===== config.mk =====
export PLATFORM = sky130hd
export DESIGN_NAME = sync_length_checksum_deframer
export DESIGN_NICKNAME = d
export VERILOG_FILES = /design/src/rtl/core/slcd_pkg.sv /design/src/rtl/core/sync_length_checksum_deframer.sv
export SDC_FILE = /design/constraint.sdc
export NUM_CORES = 1
export LEC_CHECK = 0
export ABC_CLOCK_PERIOD_IN_PS = 4400
export BUFFER_PORTS_ARGS = -buffer_cell sky130_fd_sc_hd__buf_2
export CAP_MARGIN = 10
export CORE_MARGIN = 4
export CORE_UTILIZATION = 54
export CTS_BUF_LIST = sky130_fd_sc_hd__clkbuf_16
export CTS_CLUSTER_DIAMETER = 60
export CTS_CLUSTER_SIZE = 24
export DETAILED_ROUTE_END_ITERATION = 10
export HOLD_SLACK_MARGIN = 0.03
export PLACE_DENSITY = 0.82
export REMOVE_ABC_BUFFERS = 1
export SLEW_MARGIN = 5
export SYNTH_ARGS = -nofsm -noshare
export SYNTH_HDL_FRONTEND = slang
export SYNTH_SLANG_ARGS = --single-unit

===== constraint.sdc =====
create_clock -name aclk -period 4.4 [get_ports aclk]
set_input_delay 0.44 -clock aclk [delete_from_list [all_inputs] [get_ports aclk]]
set_output_delay 0.44 -clock aclk [all_outputs]
set_load 0.05 [all_outputs]

===== src/rtl/core/slcd_pkg.sv =====
// Package for the sync/length/checksum deframer.
// Holds the result kind codes, sync bytes and field widths.
// No dependencies.
`default_nettype none

package slcd_pkg;

    localparam int unsigned ByteW  = 8;
    localparam int unsigned CmdW   = 16;
    localparam int unsigned CountW = 22;
    localparam int unsigned KindW  = 2;
    localparam int unsigned SumW   = 16;

    localparam logic [ByteW-1:0] SYNC_FIRST  = 8'hFF;
    localparam logic [ByteW-1:0] SYNC_SECOND = 8'hFE;

    localparam logic [CountW-1:0] MAX_LENGTH_RESET = 22'd4096000;
    localparam logic [CountW-1:0] HEADER_BYTES     = 22'd4;

    typedef enum logic [KindW-1:0] {
        KIND_PAYLOAD  = 2'd0,
        KIND_GOOD     = 2'd1,
        KIND_BAD_SUM  = 2'd2,
        KIND_BAD_LEN  = 2'd3
    } kind_t;

endpackage

`default_nettype wire


===== src/rtl/core/sync_length_checksum_deframer.sv =====
// Top level of the sync/length/checksum deframer.
// Depends on slcd_pkg for kind codes, sync bytes and widths.
//
//   Channel  Ports                                  Direction  Handshake
//   input    s_rx_byte                              in         s_valid / s_ready
//   result   m_kind, m_data_byte, m_command,
//            m_payload_count                        out        m_valid / m_ready
//   config   cfg_wr_en, cfg_wr_data (max_length)    in         write enable only
//
// Each byte is held in the input register and then parsed into the result register,
// so a byte is taken every cycle while the result channel does not stall.
// A result is valid once its byte has passed the input register and the result register.
// The synchronous reset returns the parser to the sync hunt and max_length to 4096000.
// A stalled result holds the input register, which then backs up s_ready.
`default_nettype none

module sync_length_checksum_deframer
    import slcd_pkg::*;
(
    input  wire logic              aclk,
    input  wire logic              aresetn,
    input  wire logic              s_valid,
    output logic                   s_ready,
    input  wire logic [ByteW-1:0]  s_rx_byte,
    output logic                   m_valid,
    input  wire logic              m_ready,
    output logic [KindW-1:0]       m_kind,
    output logic [ByteW-1:0]       m_data_byte,
    output logic [CmdW-1:0]        m_command,
    output logic [CountW-1:0]      m_payload_count,
    input  wire logic              cfg_wr_en,
    input  wire logic [CountW-1:0] cfg_wr_data
);

    typedef enum logic [3:0] {
        PH_HUNT0,
        PH_HUNT1,
        PH_LEN0,
        PH_LEN1,
        PH_LEN2,
        PH_LEN3,
        PH_CMD0,
        PH_CMD1,
        PH_PAYLOAD,
        PH_SUM0,
        PH_SUM1
    } phase_t;

    phase_t              phase_reg, phase_next;
    logic [CountW-1:0]   max_length_reg;
    logic                in_valid_reg;
    logic [ByteW-1:0]    in_byte_reg;
    logic [23:0]         len_low_reg, len_low_next;
    logic [CountW-1:0]   total_reg, total_next;
    logic [CountW-1:0]   count_reg, count_next;
    logic [CmdW-1:0]     cmd_reg, cmd_next;
    logic [SumW-1:0]     sum_reg, sum_next;
    logic [ByteW-1:0]    sum_low_reg, sum_low_next;
    logic                out_valid_reg;
    kind_t               out_kind_reg;
    logic [ByteW-1:0]    out_data_reg;
    logic [CmdW-1:0]     out_cmd_reg;
    logic [CountW-1:0]   out_count_reg;

    logic                advance;
    logic                res_valid;
    kind_t               res_kind;
    logic [ByteW-1:0]    res_data;
    logic [CmdW-1:0]     res_cmd;
    logic [CountW-1:0]   res_count;
    logic                len_bad;
    logic [CountW-1:0]   count_inc;
    logic [SumW-1:0]     rx_sum;

    assign advance = in_valid_reg && (!out_valid_reg || m_ready);
    assign s_ready = !in_valid_reg || advance;

    assign len_bad = (in_byte_reg != '0) || (len_low_reg[23:CountW] != '0)
                   || (len_low_reg[CountW-1:0] < HEADER_BYTES)
                   || (len_low_reg[CountW-1:0] > max_length_reg);
    assign count_inc = count_reg + 1'b1;
    assign rx_sum    = {in_byte_reg, sum_low_reg};

    always_comb begin
        phase_next   = phase_reg;
        len_low_next = len_low_reg;
        total_next   = total_reg;
        count_next   = count_reg;
        cmd_next     = cmd_reg;
        sum_next     = sum_reg;
        sum_low_next = sum_low_reg;
        res_valid    = 1'b0;
        res_kind     = KIND_PAYLOAD;
        res_data     = '0;
        res_cmd      = '0;
        res_count    = '0;
        unique case (phase_reg)
            PH_HUNT0: begin
                if (in_byte_reg == SYNC_FIRST) begin
                    phase_next = PH_HUNT1;
                end
            end
            PH_HUNT1: begin
                if (in_byte_reg == SYNC_SECOND) begin
                    phase_next = PH_LEN0;
                end else if (in_byte_reg != SYNC_FIRST) begin
                    phase_next = PH_HUNT0;
                end
            end
            PH_LEN0: begin
                len_low_next[7:0] = in_byte_reg;
                phase_next        = PH_LEN1;
            end
            PH_LEN1: begin
                len_low_next[15:8] = in_byte_reg;
                phase_next         = PH_LEN2;
            end
            PH_LEN2: begin
                len_low_next[23:16] = in_byte_reg;
                phase_next          = PH_LEN3;
            end
            PH_LEN3: begin
                total_next = len_low_reg[CountW-1:0] - HEADER_BYTES;
                if (len_bad) begin
                    phase_next = PH_HUNT0;
                    res_valid  = 1'b1;
                    res_kind   = KIND_BAD_LEN;
                end else begin
                    phase_next = PH_CMD0;
                end
            end
            PH_CMD0: begin
                cmd_next[7:0] = in_byte_reg;
                phase_next    = PH_CMD1;
            end
            PH_CMD1: begin
                cmd_next[15:8] = in_byte_reg;
                count_next     = '0;
                sum_next       = '0;
                phase_next     = (total_reg == '0) ? PH_SUM0 : PH_PAYLOAD;
            end
            PH_PAYLOAD: begin
                count_next = count_inc;
                sum_next   = sum_reg + {{(SumW-ByteW){1'b0}}, in_byte_reg};
                if (count_inc >= total_reg) begin
                    phase_next = PH_SUM0;
                end
                res_valid = 1'b1;
                res_kind  = KIND_PAYLOAD;
                res_data  = in_byte_reg;
                res_cmd   = cmd_reg;
                res_count = count_inc;
            end
            PH_SUM0: begin
                sum_low_next = in_byte_reg;
                phase_next   = PH_SUM1;
            end
            PH_SUM1: begin
                phase_next = PH_HUNT0;
                res_valid  = 1'b1;
                res_kind   = (rx_sum == sum_reg) ? KIND_GOOD : KIND_BAD_SUM;
                res_cmd    = cmd_reg;
                res_count  = total_reg;
            end
            default: begin
                phase_next = PH_HUNT0;
            end
        endcase
    end

    always_ff @(posedge aclk) begin
        if (!aresetn) begin
            phase_reg      <= PH_HUNT0;
            max_length_reg <= MAX_LENGTH_RESET;
            in_valid_reg   <= 1'b0;
            out_valid_reg  <= 1'b0;
            len_low_reg    <= '0;
            total_reg      <= '0;
            count_reg      <= '0;
            cmd_reg        <= '0;
            sum_reg        <= '0;
            sum_low_reg    <= '0;
        end else begin
            if (cfg_wr_en) begin
                max_length_reg <= cfg_wr_data;
            end
            if (s_ready) begin
                in_valid_reg <= s_valid;
            end
            if (advance) begin
                phase_reg     <= phase_next;
                len_low_reg   <= len_low_next;
                total_reg     <= total_next;
                count_reg     <= count_next;
                cmd_reg       <= cmd_next;
                sum_reg       <= sum_next;
                sum_low_reg   <= sum_low_next;
                out_valid_reg <= res_valid;
            end else if (m_ready) begin
                out_valid_reg <= 1'b0;
            end
        end
    end

    always_ff @(posedge aclk) begin
        if (s_valid && s_ready) begin
            in_byte_reg <= s_rx_byte;
        end
        if (advance && res_valid) begin
            out_kind_reg  <= res_kind;
            out_data_reg  <= res_data;
            out_cmd_reg   <= res_cmd;
            out_count_reg <= res_count;
        end
    end

    assign m_valid         = out_valid_reg;
    assign m_kind          = out_kind_reg;
    assign m_data_byte     = out_data_reg;
    assign m_command       = out_cmd_reg;
    assign m_payload_count = out_count_reg;

`ifndef SYNTH
    a_payload_count_nonzero: assert property (@(posedge aclk) disable iff (!aresetn)
        (m_valid && m_kind == KIND_PAYLOAD) |-> (m_payload_count != '0))
        else $error("Payload transaction carries a zero byte count.");

    a_bad_len_fields_zero: assert property (@(posedge aclk) disable iff (!aresetn)
        (m_valid && m_kind == KIND_BAD_LEN) |-> (m_command == '0 && m_payload_count == '0))
        else $error("Bad length verdict carries a nonzero command or count.");

    a_verdict_data_zero: assert property (@(posedge aclk) disable iff (!aresetn)
        (m_valid && m_kind != KIND_PAYLOAD) |-> (m_data_byte == '0))
        else $error("Verdict transaction carries a nonzero data byte.");

    a_payload_within_frame: assert property (@(posedge aclk) disable iff (!aresetn)
        (phase_reg == PH_PAYLOAD) |-> (count_reg < total_reg))
        else $error("Payload counter reached the frame length while still in payload.");
`endif

endmodule

`default_nettype wire


==> metrics.md, run 1 <==
| Metric | Value |
|---|---|
| Outcome | `complete, no violations` |
| Slew at the pin closest to its max-slew limit | `1080 ps` |
| Clock Skew | `10.7 ps` |
| Ant. Diodes | `0` |
| Crit-path max FO | `7` |
| Core area | `17400 um2` |
| Clock sinks | `192` |
| Slowest stage delay, CP | `540 ps` |
| Hold Crit Start | `s_rx_byte[1]` |
| Slew HR | `0.279` |
| Largest net degree at the start of global routing | `81` |
| H-tree depth | `4` |
| Slowest cell on crit path | `or4b_4` |
| Layout cells sized above 1 | `0.121` |
| Leak | `4.85 nW` |
| Yosys Warn Count | `0` |
| RSZ-0062 raised after global routing | `no` |
| Setup crit start | `count_reg[0]$_SDFFE_PN0P_` |
| Final setup fails | `0` |
| Total Die Area | `20100 um2` |
| Tot GR Track Use | `0.230` |
| Max-slew violations | `0` |
| Via density | `5.83` |
| Die span in x | `142 um` |
| Crit end category | `flip-flop` |
| Die Y-Extent | `142 um` |
| Root cell of the clock tree | `clkbuf_16` |
| I/O pins | `85` |
| Buf/Inv on CP | `0` |
| Min Tclk post-route | `3880 ps` |
| Peak VDD IR | `0.419 mV` |
| Initial antenna violation count | `0` |
| Worst hold path class | `input pin to flip-flop` |
| CP Class | `flip-flop to flip-flop` |
| Number of global-route vias before repair | `7413` |
| Met2 Resource Use GR | `0.378` |
| Hold Violations, Final | `0` |
| R2R cell count | `12` |
| Initial drt markers | `515` |
| Pwr Density | `319 nW/um2` |
| Yosys cell types | `61` |
| Placed Area | `10300 um2` |
| Gr busiest metal | `met2` |
| Worst path required time | `4760 ps` |
| Post-synth ARST share | `0` |
| Worst hold endpoint | `in_byte_reg[1]$_DFFE_PP_` |
| Top FF cell, synth | `dfxtp_1` |
| Crit path DAT | `4240 ps` |
| CTS tree | `built` |
| M1 GR Usage | `0.297` |
| Grt met3 use | `0.0549` |
| Worst hold stages | `1` |
| Synth Cell Area | `9660 um2` |
| FMAX | `0.258 GHz` |
| First-pass DRT Iterations | `5` |
| Avg Inst Size Synth | `9.42 um2` |
| DP Wirelength | `15800 um` |
| WL final | `23000 um` |
| Nets | `1176` |
| Startpoint types | `flip-flop` |
| Fin cells | `1324` |
| Row cnt | `48` |
| Most common cell after layout, fill and taps aside | `dfxtp_1` |
| Design area | `10800 um2` |
| Launching point of the worst reg2reg path | `count_reg[0]$_SDFFE_PN0P_` |
| Synth area leader | `dfxtp_1` |
| Most frequent cells in the layout | `136 x dfxtp_1, 135 x nor2_1, 84 x buf_2` |
| Placed instance count | `1292` |
| First-pass GRT wire length | `36900 um` |
| Most used cell, CP | `nand2_1` |
| Initial Util | `0.554` |
| RePlAce Congestion | `0.953` |
| Remaining global-route overflow | `0` |
| Sequential-to-total area share from yosys stat | `0.456` |
| Clock Latency Late Sink | `430 ps` |
| Total CTS buffers | `17` |
| EDFF count, synth | `56` |
| Synth area leaders | `dfxtp_1 28%, edfxtp_1 17%, ha_1 7.0%` |
| Count of input and output buffers | `84` |
| Via count | `7722` |
| Fin crit share | `0.882` |
| Cells along the critical path | `nand2_1 > or3_1 > nor4_4 > nand3_1 > xnor2_1 > ha_1 > a211o_1 > a211oi_2 > nand2_1 > or4b_4 > and3_4 > a31oi_1` |
| Resized cells post-CTS | `0` |
| Mapped Cells | `1025` |
| P&R area growth vs syn | `12.0%` |
| Seq cells post-synth | `192` |
| Antenna-violating nets left | `0` |
| Top delay family on crit path | `simple AND/OR/NAND/NOR gates` |
| CTS Buffer Depth | `2` |
| Drt wl/cell | `17.4 um` |
| Residual DRC | `0` |
| Setup bufs post-CTS | `0` |
| Post-synth top area share | `0.282` |
| Hold bufs inserted after CTS | `0` |
| Flop2flop setup slack | `520 ps` |
| Max-cap violations | `0` |
| Capturing point of the worst reg2reg path | `phase_reg[1]$_SDFFE_PN0P_` |
| Max reg flops | `24` |
| Clk slew on worst S/H paths | `70 ps` |
[report_power, final]
part	internal, mW	switching, mW	leakage (nW)	total (mW)
clock network	0.814	0.639	0.288	1.45
registers	1.83	0.0150	1.74	1.84
logic	0.0576	0.0986	2.82	0.156
total	2.70	0.753	4.85	3.45
[synthesized netlist by cell type (all sizes together) (3+ instances only)]
master	count
dfxtp	136
nor2	136
mux2i	62
inv	61
nand2	58
edfxtp	56
ha	54
a21oi	52
clkbuf	52
xnor2	42
nand3	38
and2	29
o21ai	27
a211oi	23
xor2	22
nand4	20
a22o	16
nor3	16
or3	14
nor4	12
and3	10
o211ai	10
nand2b	7
a21o	6
a31oi	6
or4	5
a22oi	4
buf	4
nor2b	4
o2111ai	4
a2bb2oi	3
nand3b	3
o21a	3
or2	3
[cell families (layout without fill, tap and decap cells)]
group,after synthesis,after routing,share of synthesized area
and+or+nand+nor,365,365,0.187
DFF,192,192,0.456
AOI/OAI and AO/OA,170,170,0.117
buffers and inverters,117,191,0.0456
xor gates and xnor gates,64,64,0.0581
muxes,62,62,0.0643
adders and majority gates,55,55,0.0720
[through the flow]
| step | TNS, ps | power, mW | hold slack [ps] | util | setup slack, ps |
|---|---|---|---|---|---|
| finish | 0 | 3.45 | 181 | 0.621 | 520 |
| global route | 0 | 3.56 | 160 | 0.621 | 292 |
| CTS | 0 | 3.47 | 167 | 0.621 | 539 |
| detailed placement | 0 | 2.04 | 479 | 0.590 | 597 |
| global placement | 0 | 2.03 | 461 | 0.590 | 724 |
| floorplan | -8650 | 1.97 | 446 | - | -180 |
[layout make-up]
type                            instances  area [um2]
Clock buffer                           17         425
Tap cell                              225         282
Clock inverter                         15         115
Sequential cell                       192        4400
Fill cell                            1416        6600
Multi-Input combinational cell        716        4830
Inverter                               61         230
Timing Repair Buffer                   98         526
[layer usage]
layer,wire (um),part of all wire
met4,556,0.024
met1,10000,0.43
met5,0,0
met3,1720,0.075
met2,10700,0.47
[worst max path at each step]
stage                                            end  slack (ps)  cells after the start
after floorplan           m_command[0]$_SDFFCE_PP0P_        -180                      6
after global placement     phase_reg[0]$_SDFFE_PN0P_         720                     12
after detailed placement   phase_reg[0]$_SDFFE_PN0P_         600                     12
after CTS                  phase_reg[1]$_SDFFE_PN0P_         540                     12
after global routing       phase_reg[2]$_SDFFE_PN0P_         290                     12
final                      phase_reg[1]$_SDFFE_PN0P_         520                     12
(Power assumes the default switching activity.)
==> run 2: changes to the inputs <==
--- a/config.mk
+++ b/config.mk
@@ -8,6 +8,7 @@
 export ABC_CLOCK_PERIOD_IN_PS = 4400
 export BUFFER_PORTS_ARGS = -buffer_cell sky130_fd_sc_hd__buf_2
 export CAP_MARGIN = 10
+export CORE_ASPECT_RATIO = 1.1
 export CORE_MARGIN = 4
 export CORE_UTILIZATION = 54
 export CTS_BUF_LIST = sky130_fd_sc_hd__clkbuf_16
==> run 2 against run 1 <==
Non-clock buffer count fell by 1. Cell area rose by 0.37%. Via count rose by 0.56%. Largest cell class unchanged.
==> metrics.md, run 2 (same netlist as run 1, synthesis figures left out) <==
| Metric | Value |
|---|---|
| Clock Skew | `11.4 ps` |
| Crit-path max FO | `7` |
| Via density | `5.81` |
| Design area | `10900 um2` |
| Antenna-violating nets left | `0` |
| I/O pins | `85` |
| Sequential cell area | `4400 um2` |
| Die Y-Extent | `148 um` |
| DP Wirelength | `16000 um` |
| Fill cells | `1464` |
| Max-cap violations | `0` |
| Clk slew on worst S/H paths | `70 ps` |
| Root cell of the clock tree | `clkbuf_16` |
| Residual DRC | `0` |
| Via count | `7765` |
| Ant. Diodes | `0` |
| Worst path required time | `4770 ps` |
| Max reg flops | `24` |
| Startpoint types | `flip-flop` |
| Final core area utilization | `0.616` |
| Hold Violations, Final | `0` |
| FMAX | `0.264 GHz` |
| Clock Latency Late Sink | `450 ps` |
| Most common cell after layout, fill and taps aside | `dfxtp_1` |
| Core area | `17600 um2` |
| Row cnt | `51` |
| Slew at the pin closest to its max-slew limit | `969 ps` |
| Placed instance count | `1304` |
| Fin Hold WS | `169 ps` |
| CTS tree | `built` |
| Hold bufs inserted after CTS | `0` |
| Resized cells post-CTS | `0` |
| Initial antenna violation count | `0` |
| Die span in x | `135 um` |
| Worst hold path class | `input pin to flip-flop` |
| Max-slew violations | `0` |
| Most frequent cells in the layout | `136 x dfxtp_1, 135 x nor2_1, 84 x buf_2` |
| Total Die Area | `20100 um2` |
| RePlAce Congestion | `0.874` |
| Most used cell, CP | `nand2_1` |
| Slew HR | `0.352` |
| Nets | `1175` |
| Outcome | `complete, no violations` |
| WL final | `22800 um` |
| Number of global-route vias before repair | `7403` |
| Setup bufs post-CTS | `0` |
| Leak | `4.83 nW` |
| Layout cells sized above 1 | `0.129` |
| Remaining global-route overflow | `0` |
| Buf/Inv on CP | `0` |
| Pwr Density | `321 nW/um2` |
| Initial Util | `0.548` |
| H-tree depth | `4` |
| Largest net degree at the start of global routing | `68` |
| Cells along the critical path | `nand2_1 > or3_1 > nor4_4 > nand3_1 > xnor2_1 > ha_1 > a211o_1 > a211oi_2 > nand2_1 > or4b_4 > and3_4 > a31oi_1` |
| Tot GR Track Use | `0.234` |
| RSZ-0062 raised after global routing | `no` |
| P&R area growth vs syn | `12.4%` |
| First-pass GRT wire length | `37100 um` |
| Placed Area | `10300 um2` |
| Area of the multi-input gates | `4830 um2` |
| Total CTS buffers | `17` |
| Top delay family on crit path | `simple AND/OR/NAND/NOR gates` |
| First-pass DRT Iterations | `5` |
| Fin crit share | `0.860` |
| Slowest cell on crit path | `or4b_4` |
| Drt wl/cell | `17.0 um` |
| Fin cells | `1336` |
| Clock sinks | `192` |
| CP Class | `flip-flop to flip-flop` |
| Crit path DAT | `4150 ps` |
| Final setup fails | `0` |
| Peak VDD IR | `0.309 mV` |
| Min Tclk post-route | `3780 ps` |
| Slowest stage delay, CP | `540 ps` |
| Initial drt markers | `607` |
| Count of input and output buffers | `84` |
| Crit end category | `flip-flop` |
| CTS Buffer Depth | `2` |
[run 2: cell types whose count changed in the layout (fill, tap and decap cells not counted), sizes merged]
| cell | previous run | this run |
|---|---|---|
| clkinvlp | 0 | 2 |
| bufinv | 2 | 0 |
| buf | 98 | 97 |
[run 2: path summary, 6_finish.rpt]
kind | from | to | slack [ps] | cells after the start
hold / removal | s_rx_byte[3] | in_byte_reg[3]$_DFFE_PP_ | 170 | 1
setup reg to reg | count_reg[0]$_SDFFE_PN0P_ | phase_reg[1]$_SDFFE_PN0P_ | 620 | 12
setup / recovery | count_reg[0]$_SDFFE_PN0P_ | phase_reg[1]$_SDFFE_PN0P_ | 620 | 12
hold reg to reg | cmd_reg[12]$_SDFFE_PN0P_ | cmd_reg[12]$_SDFFE_PN0P_ | 490 | 2
[run 2: layer usage]
layer | GRT usage | up-vias | part of all wire
li1 | - | 3742 | -
met3 | 0.0470 | 55 | 0.067
met1 | 0.299 | 3699 | 0.42
met4 | 0.0978 | 0 | 0.032
met5 | 0 | - | 0
met2 | 0.386 | 269 | 0.48
[run 2: power breakdown]
group          internal (mW)  switching (mW)
Combinational         0.0569          0.0941
Sequential              1.83          0.0185
Clock                  0.752           0.736
Total                   2.64           0.849
[run 2: layout make-up]
class | instances | share of cell area
Clock buffer | 17 | 0.0392
Clock inverter | 15 | 0.0135
Inverter | 61 | 0.0212
Multi-Input combinational cell | 716 | 0.445
Sequential cell | 192 | 0.406
Tap cell | 238 | 0.0274
Timing Repair Buffer | 97 | 0.0477
[run 2: through the flow]
stage                     TNS (ps)  power, mW  worst slack [ps]
after global placement           0       2.03               732
after global routing             0       3.60               391
after floorplan              -8650       1.97              -180
after detailed placement         0       2.04               634
final                            0       3.49               618
after CTS                        0       3.50               624
